### src/rtl/oed_pkg.sv
// ----------------------------------------------------------------------------
// oed_pkg: shared types and constants for the octal escape decoder
// Character codes, escape phase codes and the state/result structs.
// ----------------------------------------------------------------------------
`default_nettype none

package oed_pkg;

   localparam logic [7:0] CH_BACKSLASH = 8'h5C;
   localparam logic [7:0] CH_ZERO      = 8'h30;
   localparam int unsigned OCTAL_DIGIT_BITS = 3;

   // escape phase codes
   localparam logic [1:0] PH_PLAIN = 2'd0;  // plain text
   localparam logic [1:0] PH_ESC   = 2'd1;  // after a backslash
   localparam logic [1:0] PH_ONE   = 2'd2;  // one octal digit seen
   localparam logic [1:0] PH_TWO   = 2'd3;  // two octal digits seen

   typedef struct packed {
      logic [1:0] phase;
      logic [5:0] accum;
      logic       dropping;
   } dec_state_type;

   typedef struct packed {
      logic [7:0] data;
      logic       last;
      logic       error;
   } dec_result_type;

endpackage

`default_nettype wire

### src/rtl/oed_step.sv
// ----------------------------------------------------------------------------
// oed_step: one decode step
// Combinational next state and optional result for one character.
// ----------------------------------------------------------------------------
`default_nettype none

module oed_step
   import oed_pkg::*;
(
   input  wire dec_state_type  state_cur,
   input  wire logic [7:0]     char_cur,
   input  wire logic           last_cur,
   output dec_state_type       state_nxt,
   output logic                emit,
   output dec_result_type      result
);

   logic                           is_octal;
   logic [OCTAL_DIGIT_BITS-1:0]    digit;
   logic                           bad;
   logic                           done;
   logic [7:0]                     value;
   dec_state_type                  step;

   // '0'..'7' are 0x30..0x37
   assign is_octal = (char_cur[7:3] == CH_ZERO[7:3]);
   assign digit    = char_cur[OCTAL_DIGIT_BITS-1:0];

   always_comb begin
      step  = state_cur;
      bad   = 1'b0;
      done  = 1'b0;
      value = char_cur;
      unique case (state_cur.phase)
         PH_PLAIN: begin
            if (char_cur == CH_BACKSLASH) begin
               step.phase = PH_ESC;
            end else begin
               done = 1'b1;
            end
         end
         PH_ESC: begin
            if (char_cur == CH_BACKSLASH) begin
               done       = 1'b1;
               step.phase = PH_PLAIN;
            end else if (is_octal) begin
               step.accum = {3'b000, digit};
               step.phase = PH_ONE;
            end else begin
               bad = 1'b1;
            end
         end
         PH_ONE: begin
            if (is_octal) begin
               step.accum = {state_cur.accum[2:0], digit};
               step.phase = PH_TWO;
            end else begin
               bad = 1'b1;
            end
         end
         PH_TWO: begin
            if (is_octal) begin
               // (accum*8 + d) truncated to 8 bits
               value      = {state_cur.accum[4:0], digit};
               done       = 1'b1;
               step.phase = PH_PLAIN;
               step.accum = 6'd0;
            end else begin
               bad = 1'b1;
            end
         end
         default: begin
            bad = 1'b1;
         end
      endcase

      // escape still open at end of string
      if (last_cur && (step.phase != PH_PLAIN)) begin
         bad = 1'b1;
      end

      state_nxt    = step;
      emit         = 1'b0;
      result.data  = value;
      result.last  = last_cur;
      result.error = 1'b0;

      if (state_cur.dropping) begin
         state_nxt = state_cur;
         if (last_cur) begin
            state_nxt.dropping = 1'b0;
            state_nxt.phase    = PH_PLAIN;
            state_nxt.accum    = 6'd0;
         end
      end else if (bad) begin
         state_nxt.phase    = PH_PLAIN;
         state_nxt.accum    = 6'd0;
         state_nxt.dropping = ~last_cur;
         emit               = 1'b1;
         result.data        = 8'd0;
         result.last        = 1'b1;
         result.error       = 1'b1;
      end else begin
         emit = done;
      end
   end

endmodule

`default_nettype wire

### src/rtl/octal_escape_decoder.sv
// ----------------------------------------------------------------------------
// octal_escape_decoder: backslash/octal escape decoder
// Rebuilds raw bytes from an escaped character stream.
// ----------------------------------------------------------------------------
// One character enters per req transaction and at most one byte leaves per
// rsp transaction. Plain characters pass through, "\\" gives one backslash,
// "\ddd" (octal digits 0-7) gives the byte d1*64+d2*8+d3 mod 256. A bad
// escape, or an escape left open on the last character, produces a single
// rsp transaction with tuser (error) and tlast set and tdata zero; the rest
// of that string is then discarded up to its tlast character. Throughput is
// one character per clock while rsp is not stalled: the decode step is a
// small phase update and a shift of the octal accumulator, done in one pass
// between the input register and the result register. An accepted
// character's result goes from the input register into the result register
// that drives rsp. A result held by rsp_tready low stalls the input register,
// and req_tready drops once that register is also occupied.
// ----------------------------------------------------------------------------
`default_nettype none

module octal_escape_decoder
   import oed_pkg::*;
(
   input  wire logic       clock,
   input  wire logic       reset,
   // input characters
   input  wire logic       req_tvalid,
   output logic            req_tready,
   input  wire logic [7:0] req_tdata,    // [7:0] in_char
   input  wire logic       req_tlast,    // in_last
   // decoded bytes
   output logic            rsp_tvalid,
   input  wire logic       rsp_tready,
   output logic [7:0]      rsp_tdata,    // [7:0] out_byte
   output logic            rsp_tlast,    // out_last
   output logic            rsp_tuser     // [0] out_error
);

   // input register
   logic           in_valid_ff, in_valid_in;
   logic [7:0]     in_char_ff;
   logic           in_last_ff;

   // decoder state, updated when the input register's item is consumed
   dec_state_type  state_ff, state_in;

   // result register
   logic           out_valid_ff, out_valid_in;
   dec_result_type out_ff;

   // step outputs
   logic           step_emit;
   dec_result_type step_result;

   logic           advance;     // input-register item consumed this cycle
   logic           out_free;    // result register can take a new value

   oed_step u_step (
      .state_cur (state_ff),
      .char_cur  (in_char_ff),
      .last_cur  (in_last_ff),
      .state_nxt (state_in),
      .emit      (step_emit),
      .result    (step_result)
   );

   // The result register frees up when empty or when its transaction
   // completes this cycle; a stalled result holds the input register.
   assign out_free   = ~out_valid_ff | rsp_tready;
   assign advance    = in_valid_ff & out_free;
   assign req_tready = ~in_valid_ff | advance;

   always_comb begin
      in_valid_in = in_valid_ff;
      if (req_tready) begin
         in_valid_in = req_tvalid;
      end
      out_valid_in = out_valid_ff;
      if (out_free) begin
         out_valid_in = advance & step_emit;
      end
   end

   always_ff @(posedge clock) begin
      if (reset) begin
         in_valid_ff    <= 1'b0;
         out_valid_ff   <= 1'b0;
         state_ff.phase <= PH_PLAIN;
         state_ff.accum <= 6'd0;
         state_ff.dropping <= 1'b0;
      end else begin
         in_valid_ff  <= in_valid_in;
         out_valid_ff <= out_valid_in;
         if (advance) begin
            state_ff <= state_in;
         end
      end
   end

   // payload registers, no reset
   always_ff @(posedge clock) begin
      if (req_tready) begin
         in_char_ff <= req_tdata;
         in_last_ff <= req_tlast;
      end
      if (advance && step_emit && out_free) begin
         out_ff <= step_result;
      end
   end

   assign rsp_tvalid = out_valid_ff;
   assign rsp_tdata  = out_ff.data;
   assign rsp_tlast  = out_ff.last;
   assign rsp_tuser  = out_ff.error;

endmodule

`default_nettype wire

### config.mk
export PLATFORM = sky130hd
export DESIGN_NAME = octal_escape_decoder
export DESIGN_NICKNAME = d
export VERILOG_FILES = /design/src/rtl/oed_pkg.sv /design/src/rtl/oed_step.sv /design/src/rtl/octal_escape_decoder.sv
export SDC_FILE = /design/constraint.sdc
export NUM_CORES = 1
export LEC_CHECK = 0
export BUFFER_PORTS_ARGS = -buffer_cell sky130_fd_sc_hd__buf_2
export CORE_MARGIN = 3
export CORE_UTILIZATION = 56
export DETAILED_ROUTE_END_ITERATION = 6
export GPL_ROUTABILITY_DRIVEN = 1
export GPL_TIMING_DRIVEN = 0
export PLACE_DENSITY = 0.76
export SYNTH_ARGS = -nofsm -noshare
export SYNTH_HDL_FRONTEND = slang
export SYNTH_HIERARCHICAL = 1
export SYNTH_SLANG_ARGS = --single-unit
### constraint.sdc
create_clock -name clock -period 3.1 [get_ports clock]
set_input_delay 0.465 -clock clock [delete_from_list [all_inputs] [get_ports clock]]
set_output_delay 0.465 -clock clock [all_outputs]
set_load 0.01 [all_outputs]
# [Word-level counts from Yosys, hierarchy flattened]
# Index checks and enable logic that the tools add are counted.
[op_classes] eq_ne=10 mux=25 bitwise_logic=7 n_reduce_logical=9
[ops] op="8-bit two-way mux" n=5
[ops] op="9-bit two-way mux" n=3
[ops] op="10-bit two-way mux" n=2
[ops] op="6-bit one-hot mux with 3 select lines" n=1
[ops] op="4-bit by 2-bit != test with 1-bit output (second input constant)" n=3
[ops] op="8-bit by 7-bit equality test with 1-bit output (second input constant)" n=1
[ops] op="1-bit two-way mux" n=8
[ops] op="2-bit one-hot mux with 4 select lines" n=1
[ops] op="7-bit AND reduction" n=1
[ops] op="6-bit two-way mux" n=1
[ops] op="5-bit by 3-bit equality test with 1-bit output (second input constant)" n=1
[ops] op="5-bit nonzero test" n=1
[ops] op="2-bit equality test (second input constant)" n=2
[ops] op="2-bit two-way mux" n=2
[ops] op="4-bit by 3-bit != test with 1-bit output (second input constant)" n=1
[ops] op="1-bit logical AND" n=3
[ops] op="1-bit NOT" n=3
[ops] op="1-bit one-hot mux with 3 select lines" n=1
[ops] op="1-bit AND" n=2
[ops] op="2-bit by 1-bit equality test with 1-bit output (second input constant)" n=1
[ops] op="2-bit logical NOT" n=1
[ops] op="2-bit != test (second input constant)" n=1
[ops] op="1-bit OR" n=2
[ops] op="1-bit one-hot mux with 2 select lines" n=1
[ops] op="other kinds (3)" n=3
[totals] regBits=29 input_bits=13 output_inout_bits=12 wordCells=61

# [Longest topological paths before layout]
# Gate-level depths: netlist (run 1).
[logic_depth] word_depth=11 ltp_mapped=7 ltp_nobuf=6

# [Cells and area by module]
# The synthesis (run 1) kept the hierarchy.
[modules_own_cells] mod="octal_escape_decoder" instances=1 cells_per_inst=69 area_per_inst_um2=1061.0 seq_area_each_um2=790.8
[modules_own_cells] mod="oed_step" instances=1 cells_per_inst=92 area_per_inst_um2=614.3 seq_area_each_um2=0.0

# [Least setup slack after synthesis (run 1)]
# No wires, ideal clock.
[synth_timing] path_kind="register -> register" startpoint="register in_char_ff[3]" endpoint="register out_ff, in the netlist rsp_tdata[0] (enable)" setup_ns=0.376 arrival_time_ns=1.831 t_required_ns=2.724 slack_ns=0.893 path_stages_with_launch=7 path_buffers=0 period_less_slack_ns=2.207 path_cell_list="edfxtp_1 -> and4bb_2 -> a21oi_1 -> a2111oi_0 -> a311oi_1 -> nand2_1 -> nor2_1"
[synth_via] elab_chain_len=11 word_cells_on_any_way=22 classes_between="eq/ne: 2; mux: 16; reduce/logical: 4"
[synth_lines] element="from (decl)" line="octal_escape_decoder.sv:40" rtl="logic [7:0] in_char_ff;"
[synth_lines] element="from (signal assigned)" line="octal_escape_decoder.sv:102" rtl="in_char_ff <= req_tdata;"
[synth_lines] element="5-bit by 3-bit equality test with 1-bit output" line="oed_step.sv:26" rtl="assign is_octal = (char_cur[7:3] == CH_ZERO[7:3]);"
[synth_lines] element="8-bit two-way mux" line="oed_step.sv:46" rtl="end else if (is_octal) begin"
[synth_lines] element="2-bit two-way mux" line="oed_step.sv:43" rtl="if (char_cur == CH_BACKSLASH) begin"
[synth_lines] element="2-bit one-hot mux with 4 select lines" line="oed_step.sv:34" rtl="unique case (state_cur.phase)"
[synth_lines] element="2-bit nonzero test" line="oed_step.sv:78" rtl="if (last_cur && (step.phase != PH_PLAIN)) begin"
[synth_lines] element="1-bit logical AND" line="oed_step.sv:78"
[synth_lines] element="1-bit two-way mux" line="oed_step.sv:78"
[synth_lines] element="1-bit two-way mux (*)" line="oed_step.sv:95" rtl="end else if (bad) begin"
[synth_lines] element="1-bit two-way mux (*)" line="oed_step.sv:88" rtl="if (state_cur.dropping) begin"
[synth_lines] element="named net step_emit" line="octal_escape_decoder.sv:51" rtl="logic step_emit;"
[synth_lines] element="1-bit logical AND (*) (2 in a row)" line="octal_escape_decoder.sv:105" rtl="if (advance && step_emit && out_free) begin"
[synth_lines] element="to (signal assigned)" line="octal_escape_decoder.sv:106" rtl="out_ff <= step_result;"
[synth_lines] element="to (decl)" line="octal_escape_decoder.sv:48" rtl="dec_result_type out_ff;"
# The timed path passes the listed nets; every way through them passes the cells marked *. The select of a mux whose other input is x is not followed.
# A chain may end at the register's enable or synchronous reset.

# [Final worst setup path (run 1)]
[layout_timing] startpoint="register state_ff[8] (netlist name)" endpoint="register out_ff, in the netlist rsp_tlast (enable)"
[layout_via] elab_chain_len=10 word_cells_on_any_way=20 classes_between="eq/ne: 3; mux: 11; reduce/logical: 6"
[layout_lines] element="from (decl)" line="octal_escape_decoder.sv:44" rtl="dec_state_type state_ff, state_in;"
[layout_lines] element="from (signal assigned)" line="octal_escape_decoder.sv:94" rtl="state_ff <= state_in;"
[layout_lines] element="8-bit two-way mux" line="oed_step.sv:46"
[layout_lines] element="2-bit two-way mux" line="oed_step.sv:43"
[layout_lines] element="2-bit one-hot mux with 4 select lines" line="oed_step.sv:34"
[layout_lines] element="2-bit nonzero test" line="oed_step.sv:78"
[layout_lines] element="1-bit logical AND" line="oed_step.sv:78"
[layout_lines] element="1-bit two-way mux" line="oed_step.sv:78"
[layout_lines] element="1-bit two-way mux (*)" line="oed_step.sv:95"
[layout_lines] element="1-bit two-way mux (*)" line="oed_step.sv:88"
[layout_lines] element="named net step_emit" line="octal_escape_decoder.sv:51"
[layout_lines] element="1-bit logical AND (*) (2 in a row)" line="octal_escape_decoder.sv:105"
# Marks and branches as above.

==> results of run 1 <==
==> registers in the layout, indices dropped and copies added (netlist names) <==
| register | count |
|---|---|
| in_char_ff | 8 |
| rsp_tdata | 8 |
| state_ff | 8 |
| in_last_ff | 1 |
| in_valid_ff | 1 |
| rsp_tlast | 1 |
| rsp_tuser | 1 |
| rsp_tvalid | 1 |
==> metrics by stage <==
step	total power, uW	std cells
2_1_floorplan	486	152
3_3_place_gp	506	205
3_5_place_dp	508	205
4_1_cts	721	213
5_1_grt	750	213
6_report	716	213
==> layout make-up <==
type	count	share of cell area, %
Multi-Input combinational cell	110	42.1
Sequential cell	29	42.6
Clock inverter	3	0.969
Tap cell	30	2.08
Buffer	10	3.18
Clock buffer	5	2.08
Inverter	3	0.623
Timing Repair Buffer	23	6.37
==> how the worst max path moves through the flow <==
stage	start	to	slack (ns)
5_1_grt	in_char_ff[3]$_DFFE_PP_	rsp_tlast$_DFFE_PP_	0.17
2_1_floorplan	in_char_ff[3]$_DFFE_PP_	rsp_tdata[0]$_DFFE_PP_	0.90
3_3_place_gp	in_char_ff[3]$_DFFE_PP_	rsp_tlast$_DFFE_PP_	0.47
4_1_cts	in_char_ff[3]$_DFFE_PP_	rsp_tlast$_DFFE_PP_	0.39
3_5_place_dp	in_char_ff[3]$_DFFE_PP_	rsp_tlast$_DFFE_PP_	0.41
6_report	state_ff[8]$_SDFFE_PP0P_	rsp_tlast$_DFFE_PP_	0.41
==> power by group through the flow <==
| stage | Clock (uW) | Sequential (uW) | Combinational [uW] |
|---|---|---|---|
| after CTS | 222 | 437 | 62.5 |
| after detailed placement | 0 | 446 | 62.3 |
| after global routing | 242 | 439 | 68.7 |
| after global placement | 0 | 445 | 61.1 |
| final | 217 | 437 | 62.7 |
| after floorplan | 0 | 447 | 38.7 |
==> layout by cell type (no fill, tap or decap), types with 2 or more instances in the layout <==
master and count:
and4bb_2 2, o21ai_0 9, clkinv_2 2, mux2i_1 8
clkbuf_1 4, inv_1 3, buf_2 26, nand2b_1 18
a32oi_1 2, nor3b_1 4, nor3_1 7, a21oi_2 2
buf_6 2, a21oi_1 7, nor2_1 8, a22oi_1 3
nand2_1 10, dfxtp_1 10, edfxtp_1 19, clkbuf_4 5
nor2b_1 5
==> per-layer routing <==
layer	GRT usage [%]	up-vias	share of wire, %
li1	-	623	-
met4	10.4	0	1.8
met5	0	-	0
met3	6.10	6	7.3
met2	31.2	51	48
met1	24.4	594	43
==> critical path: stages, from the launching register on <==
cell and delay [ns]:
dfxtp_1 0.39, buf_2 0.24, clkbuf_1 0.33, a2111oi_0 0.16
a311oi_1 0.47, nand2_1 0.10, nor2_1 0.62
==> summary.txt, run 1 <==
Outcome
  • Status: finished clean

Worst setup path
  • CP endpoint kind: flop
  • Worst endpoint data arrival time: 2.65 ns
  • CP startpoint kind: flop
  • Reg2reg path depth: 6
  • Crit Path Class: reg2reg
  • FF-to-FF Start: state_ff[8]$_SDFFE_PP0P_
  • R2R Path End: rsp_tlast$_DFFE_PP_
  • CP Data Required Time: 3.06 ns
  • Reg2Reg Setup Slack: 0.41 ns
  • CP max FO: 10

Logic synthesis
  • Avg Cell Area, Syn: 10.5 sq um
  • Post-Syn Instances: 152
  • Syn Std Cell Area: 0.00160 sq mm
  • Syn Nets: 165
  • Synth warnings: 6

Timing
  • RSZ-0062 raised after global routing: no
  • Hold WS: 0.307 ns
  • Setup violators final: 0
  • Final Critical Period: 2.69 ns
  • Relative slew slack: 46.5%
  • Fin. Hold Viols: 0
  • Final Skew: 0.00524 ns
  • Least-Margin Pin Slew: 0.799 ns
  • Final Slew Violations: 0
  • F_max: 0.372 GHz
  • Period utilization: 86.7%
  • Setup TNS: 0 ns
  • Final worst setup slack: 0.413 ns

Min path
  • Tightest Hold Check Type: in2reg
  • Hold path cells: 1
  • Hold_sp: req_tlast
  • Worst hold endpoint: in_last_ff$_DFFE_PP_

Die
  • DIE HEIGHT: 59.5 um
  • Ports: 25
  • CORE AREA: 0.00259 sq mm
  • Initial Util: 61.8%
  • # rows: 18
  • Chip Width: 59.5 um
  • Die area: 0.00353 sq mm

Placement
  • Routability Congestion: 0.858
  • Placed instance area: 0.00175 sq mm
  • Hpwl dp: 2.32 mm
  • PortBufs: 23
  • Dpl ws: 0.407 ns

Layout
  • Area Overhead vs Synth: 13.0%
  • Layout Utilization: 69.8%
  • Final instance area: 0.00181 sq mm
  • N_diodes: 0
  • Final #Nets: 195
  • Multi-input logic area: 761 sq um
  • Layout cells sized above 1: 27.9%
  • Layout filler cell count: 205
  • FF/Latch Area: 771 sq um

Clock network
  • Skew-Pair Late Insertion Delay: 0.33 ns
  • CTS Hold Buffers Added: 0
  • Clk buf depth: 2
  • Cts repair resizes: 0
  • Postcts setup bufs: 0
  • CTS tree: done
  • Root Driver: clkbuf_4
  • CTS Sinks: 29
  • H-tree levels: 2
  • Total CTS buffers: 5
  • Clk pin slew, worst setup/hold paths: 0.09 ns

Route
  • Length of the first detailed-routing pass in iterations: 5
  • Detail Route Antenna Nets: 0
  • Vias per cell: 5.98
  • Drt total wl: 3.08 mm
  • Post-route DRC: 0
  • Avg WL per Cell: 14.5 um
  • Vias: 1274
  • DR iter-0 viols: 86

Power
  • P per Cell Area: 396 mW/mm^2
  • Sw Ratio: 24.3%
  • Lkg Pwr: 0.000654 uW
  • Net Sw Power: 174 uW
  • Cell internal pwr: 542 uW
  • Flop pwr share: 61.0%
  • Maximum resistive drop on vdd: 407 uV
  • Combinational share of power: 8.8%
  • Clk network pwr share: 30.2%

GRT
  • Largest net degree at the start of global routing: 11
  • First-pass GRT wire length: 5.13 mm
  • Grt total ovfl: 0
  • Initial antenna violation count: 0
  • Vias in the first global route: 1164
  • Tot GR Track Use: 19.9%

Flow run
  • Max Cap Viol: 0
No activity file was read; power rests on OpenSTA's default activity.
==> run 2: changes to the inputs <==
--- a/config.mk
+++ b/config.mk
@@ -11,6 +11,7 @@
 export DETAILED_ROUTE_END_ITERATION = 6
 export GPL_ROUTABILITY_DRIVEN = 1
 export GPL_TIMING_DRIVEN = 0
+export MAX_ROUTING_LAYER = met4
 export PLACE_DENSITY = 0.76
 export SYNTH_ARGS = -nofsm -noshare
 export SYNTH_HDL_FRONTEND = slang
==> run 2 against run 1 <==
  * Die area is the same
  * Clock power is essentially flat
  * Sequential share of layout area is the same
  * Count of clock-buffer cells in the layout is the same
  * Fmax shrank 5.6%
  * Setup slack lost 0.16 ns
  * Combinational power is essentially flat
  * Largest cell class unchanged
==> summary.txt, run 2 (synthesized netlist as in run 1, its figures left out) <==
Timing
  • Final Slew Violations: 0 (unchanged)
  • Setup TNS: 0 ns (unchanged)
  • Final Critical Period: 2.84 ns (was 2.69 ns)
  • RSZ-0062 raised after global routing: no (unchanged)
  • Least-Margin Pin Slew: 0.850 ns (was 0.799 ns)
  • Final Skew: 0.00597 ns (was 0.00524 ns)
  • Hold WS: 0.302 ns (was 0.307 ns)
  • Period utilization: 91.8% (was 86.7%)
  • Setup violators final: 0 (unchanged)
  • Relative slew slack: 43.2% (was 46.5%)
  • Fin. Hold Viols: 0 (unchanged)
  • F_max: 0.352 GHz (was 0.372 GHz)

Layout
  • Final instance area: 0.00181 sq mm (unchanged)
  • Layout cells sized above 1: 27.9% (unchanged)
  • Commonest non-fill, non-tap cells in the layout: buf_2, edfxtp_1, nand2b_1 (unchanged)
  • Final #Nets: 195 (unchanged)
  • Finished Layout Cells: 213 (unchanged)
  • Commonest non-fill, non-tap cell in the layout: buf_2 (unchanged)
  • Area Overhead vs Synth: 13.0% (unchanged)
  • Layout Utilization: 69.8% (unchanged)
  • N_diodes: 0 (unchanged)

Route
  • Vias: 1271 (was 1274)
  • Vias per cell: 5.97 (was 5.98)
  • Length of the first detailed-routing pass in iterations: 4 (was 5)
  • DR iter-0 viols: 32 (was 86)
  • Post-route DRC: 0 (unchanged)
  • Drt total wl: 3.18 mm (was 3.08 mm)
  • Avg WL per Cell: 14.9 um (was 14.5 um)
  • Detail Route Antenna Nets: 0 (unchanged)

Clock network
  • Clk buf depth: 2 (unchanged)
  • Skew-Pair Late Insertion Delay: 0.33 ns (about the same)
  • CTS Hold Buffers Added: 0 (unchanged)
  • Total CTS buffers: 5 (unchanged)
  • Postcts setup bufs: 0 (unchanged)
  • Cts repair resizes: 0 (unchanged)
  • Clk pin slew, worst setup/hold paths: 0.09 ns (about the same)
  • H-tree levels: 2 (unchanged)
  • CTS Sinks: 29 (unchanged)
  • Root Driver: clkbuf_4 (unchanged)
  • CTS tree: done (unchanged)

Worst setup path
  • CP max FO: 10 (unchanged)
  • Worst endpoint data arrival time: 2.81 ns (was 2.65 ns)
  • CP Data Required Time: 3.06 ns (about the same)
  • CP endpoint kind: flop (unchanged)
  • CP startpoint kind: flop (unchanged)
  • Reg2reg path depth: 6 (unchanged)
  • Crit Path Class: reg2reg (unchanged)

Flow run
  • Max Cap Viol: 0 (unchanged)

Power
  • Sw Ratio: 24.5% (was 24.3%)
  • Clk network pwr share: 30.4% (was 30.2%)
  • Maximum resistive drop on vdd: 388 uV (was 407 uV)
  • P per Cell Area: 397 mW/mm^2 (was 396 mW/mm^2)
  • Combinational share of power: 8.7% (was 8.8%)
  • Flop pwr share: 60.9% (was 61.0%)
  • Lkg Pwr: 0.000654 uW (unchanged)
  • Net Sw Power: 176 uW (was 174 uW)
  • Cell internal pwr: 542 uW (about the same)

Min path
  • Tightest Hold Check Type: in2reg (unchanged)
  • Hold path cells: 1 (unchanged)

GRT
  • Grt total ovfl: 0 (unchanged)
  • Largest net degree at the start of global routing: 11 (unchanged)
  • First-pass GRT wire length: 5.35 mm (was 5.13 mm)
  • Tot GR Track Use: 21.5% (was 19.9%)
  • Vias in the first global route: 1215 (was 1164)
  • Initial antenna violation count: 0 (unchanged)

Die
  • CORE AREA: 0.00259 sq mm (unchanged)
  • # rows: 18 (unchanged)
  • Initial Util: 61.8% (unchanged)
  • Ports: 25 (unchanged)
  • Chip Width: 59.5 um (unchanged)
  • DIE HEIGHT: 59.5 um (unchanged)
  • Die area: 0.00353 sq mm (unchanged)

Placement
  • PortBufs: 23 (unchanged)
  • Placed instance area: 0.00175 sq mm (unchanged)
  • Post-placement cell count: 205 (unchanged)
  • Hpwl dp: 2.37 mm (was 2.32 mm)
  • Routability Congestion: 0.862 (was 0.858)

Outcome
  • Status: finished clean (unchanged)
## run 2: cell counts in the layout (fill, tap and decap cells not counted)
Identical to the previous run, type by type.
## run 2: final cells by class
cell class,instances,area [sq um]
buffer,10,57.6
sequential,29,771
multi-input combinational,110,761
clock buffer,5,37.5
clock inverter,3,17.5
inverter,3,11.3
timing repair buffer,23,115
fill,205,782
tap,30,37.5
## run 2: path summary, 6_finish.rpt
| path | start | end | slack (ns) |
|---|---|---|---|
| max | state_ff[8]$_SDFFE_PP0P_ | rsp_tlast$_DFFE_PP_ | 0.26 |
| min reg2reg | state_ff[8]$_SDFFE_PP0P_ | state_ff[8]$_SDFFE_PP0P_ | 0.52 |
| max reg2reg | state_ff[8]$_SDFFE_PP0P_ | rsp_tlast$_DFFE_PP_ | 0.26 |
| min | req_tlast | in_last_ff$_DFFE_PP_ | 0.30 |
## run 2: power by group through the flow
stage | clock network (uW) | logic (uW) | registers [uW]
3_5_place_dp | 0 | 62.7 | 446
6_report | 218 | 62.7 | 437
4_1_cts | 226 | 62.8 | 437
2_1_floorplan | 0 | 38.7 | 447
3_3_place_gp | 0 | 60.9 | 445
5_1_grt | 247 | 68.6 | 439
## run 2: per-stage QoR
stage	setup slack, ns	power (uW)
after global routing	0.110	754
after CTS	0.352	726
after floorplan	0.895	486
after detailed placement	0.381	509
final	0.255	718
after global placement	0.466	506
## run 2: metal layers
layer / vias to the layer above / part of all wire (%) / track usage, %
met4: 0 / 1.9 / 11.7
met3: 6 / 7.7 / 6.54
met2: 55 / 48 / 32.6
met5: - / 0 / -
li1: 621 / - / -
met1: 589 / 42 / 25.3
## run 2: critical path: stages (launching register included)
cell       delay (ns)
dfxtp_1          0.39
buf_2            0.24
clkbuf_1         0.34
a2111oi_0        0.18
a311oi_1         0.55
nand2_1          0.10
nor2_1           0.66
==> run 3: changes to the inputs <==
--- a/config.mk
+++ b/config.mk
@@ -6,7 +6,7 @@
 export NUM_CORES = 1
 export LEC_CHECK = 0
 export BUFFER_PORTS_ARGS = -buffer_cell sky130_fd_sc_hd__buf_2
-export CORE_MARGIN = 3
+export CORE_MARGIN = 1.5
 export CORE_UTILIZATION = 56
 export DETAILED_ROUTE_END_ITERATION = 6
 export GPL_ROUTABILITY_DRIVEN = 1
==> constraint.sdc (replaced) <==
create_clock -name clock -period 2.87 [get_ports clock]
set_input_delay 0.7175 -clock clock [delete_from_list [all_inputs] [get_ports clock]]
set_output_delay 0.7175 -clock clock [all_outputs]
set_load 0.01 [all_outputs]
==> run 3 against run 2 <==
  * Non-clock buffer count stayed put
  * Hold slack better by 0.20 ns
  * Sequential power is 8.0% higher
  * Critical path depth stayed put
  * Cell count is 0.47% higher
==> summary.txt, run 3 (synthesized netlist as in run 1, its figures left out) <==
GRT
  • Vias in the first global route: 1158 (was 1215)
  • Tot GR Track Use: 22.5% (was 21.5%)
  • Grt total ovfl: 0 (unchanged)
  • Initial antenna violation count: 0 (unchanged)
  • First-pass GRT wire length: 5.23 mm (was 5.35 mm)
  • Largest net degree at the start of global routing: 12 (was 11)

Placement
  • PortBufs: 23 (unchanged)
  • Post-placement cell count: 206 (was 205)
  • Routability Congestion: 0.912 (was 0.862)
  • Hpwl dp: 2.37 mm (about the same)

Worst setup path
  • Worst endpoint data arrival time: 2.47 ns (was 2.81 ns)
  • CP endpoint kind: flop (unchanged)
  • Worst path max stage delay: 0.51 ns (was 0.66 ns)
  • CP max stage cell: edfxtp_1 (was nor2_1)
  • Crit Path Class: reg2reg (unchanged)
  • CP Data Required Time: 2.85 ns (was 3.06 ns)
  • CP max FO: 10 (unchanged)
  • Bufs and invs on worst path: 0 (was 2)
  • Critical-path cell list: and4bb_2, a21oi_1, a2111oi_0, a311oi_1, nand2_1, nor2_2 (was buf_2, clkbuf_1, a2111oi_0, a311oi_1, nand2_1, nor2_1)
  • CP startpoint kind: flop (unchanged)
  • Crit path max-delay family: simple AND/OR/NAND/NOR gates (unchanged)

Route
  • Post-route DRC: 0 (unchanged)
  • Length of the first detailed-routing pass in iterations: 4 (unchanged)
  • Detail Route Antenna Nets: 0 (unchanged)
  • Drt total wl: 3.14 mm (was 3.18 mm)
  • Vias: 1257 (was 1271)
  • Vias per cell: 5.87 (was 5.97)
  • DR iter-0 viols: 42 (was 32)
  • Avg WL per Cell: 14.7 um (was 14.9 um)

Timing
  • Fin. Hold Viols: 0 (unchanged)
  • RSZ-0062 raised after global routing: no (unchanged)
  • F_max: 0.400 GHz (was 0.352 GHz)
  • Relative slew slack: 62.9% (was 43.2%)
  • Final Critical Period: 2.50 ns (was 2.84 ns)
  • Final Skew: 0.0134 ns (was 0.00597 ns)
  • Setup violators final: 0 (unchanged)
  • Least-Margin Pin Slew: 0.556 ns (was 0.850 ns)
  • Final Slew Violations: 0 (unchanged)
  • Setup TNS: 0 ns (unchanged)
  • Period utilization: 87.0% (was 91.8%)

Clock network
  • Total CTS buffers: 5 (unchanged)
  • Root Driver: clkbuf_4 (unchanged)
  • H-tree levels: 2 (unchanged)
  • Clk pin slew, worst setup/hold paths: 0.11 ns (was 0.09 ns)
  • Clk buf depth: 2 (unchanged)
  • CTS tree: done (unchanged)
  • CTS Hold Buffers Added: 0 (unchanged)
  • CTS Sinks: 29 (unchanged)
  • Skew-Pair Late Insertion Delay: 0.34 ns (was 0.33 ns)
  • Postcts setup bufs: 0 (unchanged)

Layout
  • N_diodes: 0 (unchanged)
  • Layout filler cell count: 221 (was 205)
  • Commonest non-fill, non-tap cell in the layout: buf_2 (unchanged)
  • Area Overhead vs Synth: 13.5% (was 13.0%)
  • Final #Nets: 195 (unchanged)
  • Finished Layout Cells: 214 (was 213)
  • Layout cells sized above 1: 28.4% (was 27.9%)
  • Commonest non-fill, non-tap cells in the layout: buf_2, edfxtp_1, nand2b_1 (unchanged)
  • Layout Utilization: 66.5% (was 69.8%)

Die
  • # rows: 19 (was 18)
  • DIE HEIGHT: 56.5 um (was 59.5 um)
  • Die area: 0.00319 sq mm (was 0.00353 sq mm)
  • Initial Util: 58.5% (was 61.8%)
  • CORE AREA: 0.00273 sq mm (was 0.00259 sq mm)
  • Chip Width: 56.5 um (was 59.5 um)
  • Ports: 25 (unchanged)

Flow run
  • Max Cap Viol: 0 (unchanged)

Power
  • Lkg Pwr: 0.000646 uW (was 0.000654 uW)
  • P per Cell Area: 436 mW/mm^2 (was 397 mW/mm^2)
  • Maximum resistive drop on vdd: 462 uV (was 388 uV)

Min path
  • Tightest Hold Check Type: reg2reg (was in2reg)

Outcome
  • Status: finished clean (unchanged)
==> run 3: power breakdown <==
group | internal [uW] | leakage, uW | switching, uW | total [uW]
Clock | 94.4 | 0.0000234 | 156 | 250
Sequential | 462 | 0.000269 | 10.5 | 472
Combinational | 32.1 | 0.000353 | 37.0 | 69.1
Total | 588 | 0.000646 | 203 | 791
==> run 3: timing repair <==
| item | CTS | global route |
|---|---|---|
| hold endpoints to repair | 0 | 0 |
| endpoints found under the setup margin | 0 | 9 |
| resized for setup | 0 | 1 |
==> run 3: layout make-up <==
cell class	instances	area (sq um)	area share (%)
inverter	3	11.3	0.620
clock buffer	5	37.5	2.07
timing repair buffer	23	115	6.34
sequential	29	771	42.4
tap	31	38.8	2.13
buffer	10	57.6	3.17
clock inverter	3	22.5	1.24
multi-input combinational	110	763	42.0
==> run 3: through the flow <==
stage	worst slack (ns)	instance area, sq um	hold slack, ns	power, uW
floorplan	0.665	1600	0.459	525
global placement	0.236	1750	0.474	548
detailed placement	0.193	1750	0.487	550
CTS	0.177	1810	0.506	801
global route	0.228	1820	0.533	820
finish	0.373	1820	0.501	791
==> run 3: path summary, 6_finish.rpt <==
kind | start | end | slack, ns | cells after the start
min | state_ff[0]$_SDFFE_PP0P_ | state_ff[0]$_SDFFE_PP0P_ | 0.50 | 2
min reg2reg | state_ff[0]$_SDFFE_PP0P_ | state_ff[0]$_SDFFE_PP0P_ | 0.50 | 2
max reg2reg | in_char_ff[3]$_DFFE_PP_ | rsp_tdata[0]$_DFFE_PP_ | 0.37 | 6
max | in_char_ff[3]$_DFFE_PP_ | rsp_tdata[0]$_DFFE_PP_ | 0.37 | 6
==> run 3: layer usage <==
layer / vias to the layer above / GRT usage, % / share of wire, %
met5: - / - / 0
met4: 0 / 9.86 / 1.9
met3: 6 / 6.68 / 5.1
met2: 43 / 34.9 / 48
met1: 585 / 27.1 / 45
li1: 623 / - / -
==> run 3: worst reg2reg max path: cells and delay by family (launching register included) <==
family	cells	cell delay [ns]
flip-flops	1	0.51
AO/OA/AOI/OAI	3	0.73
AND/OR/NAND/NOR	3	0.90
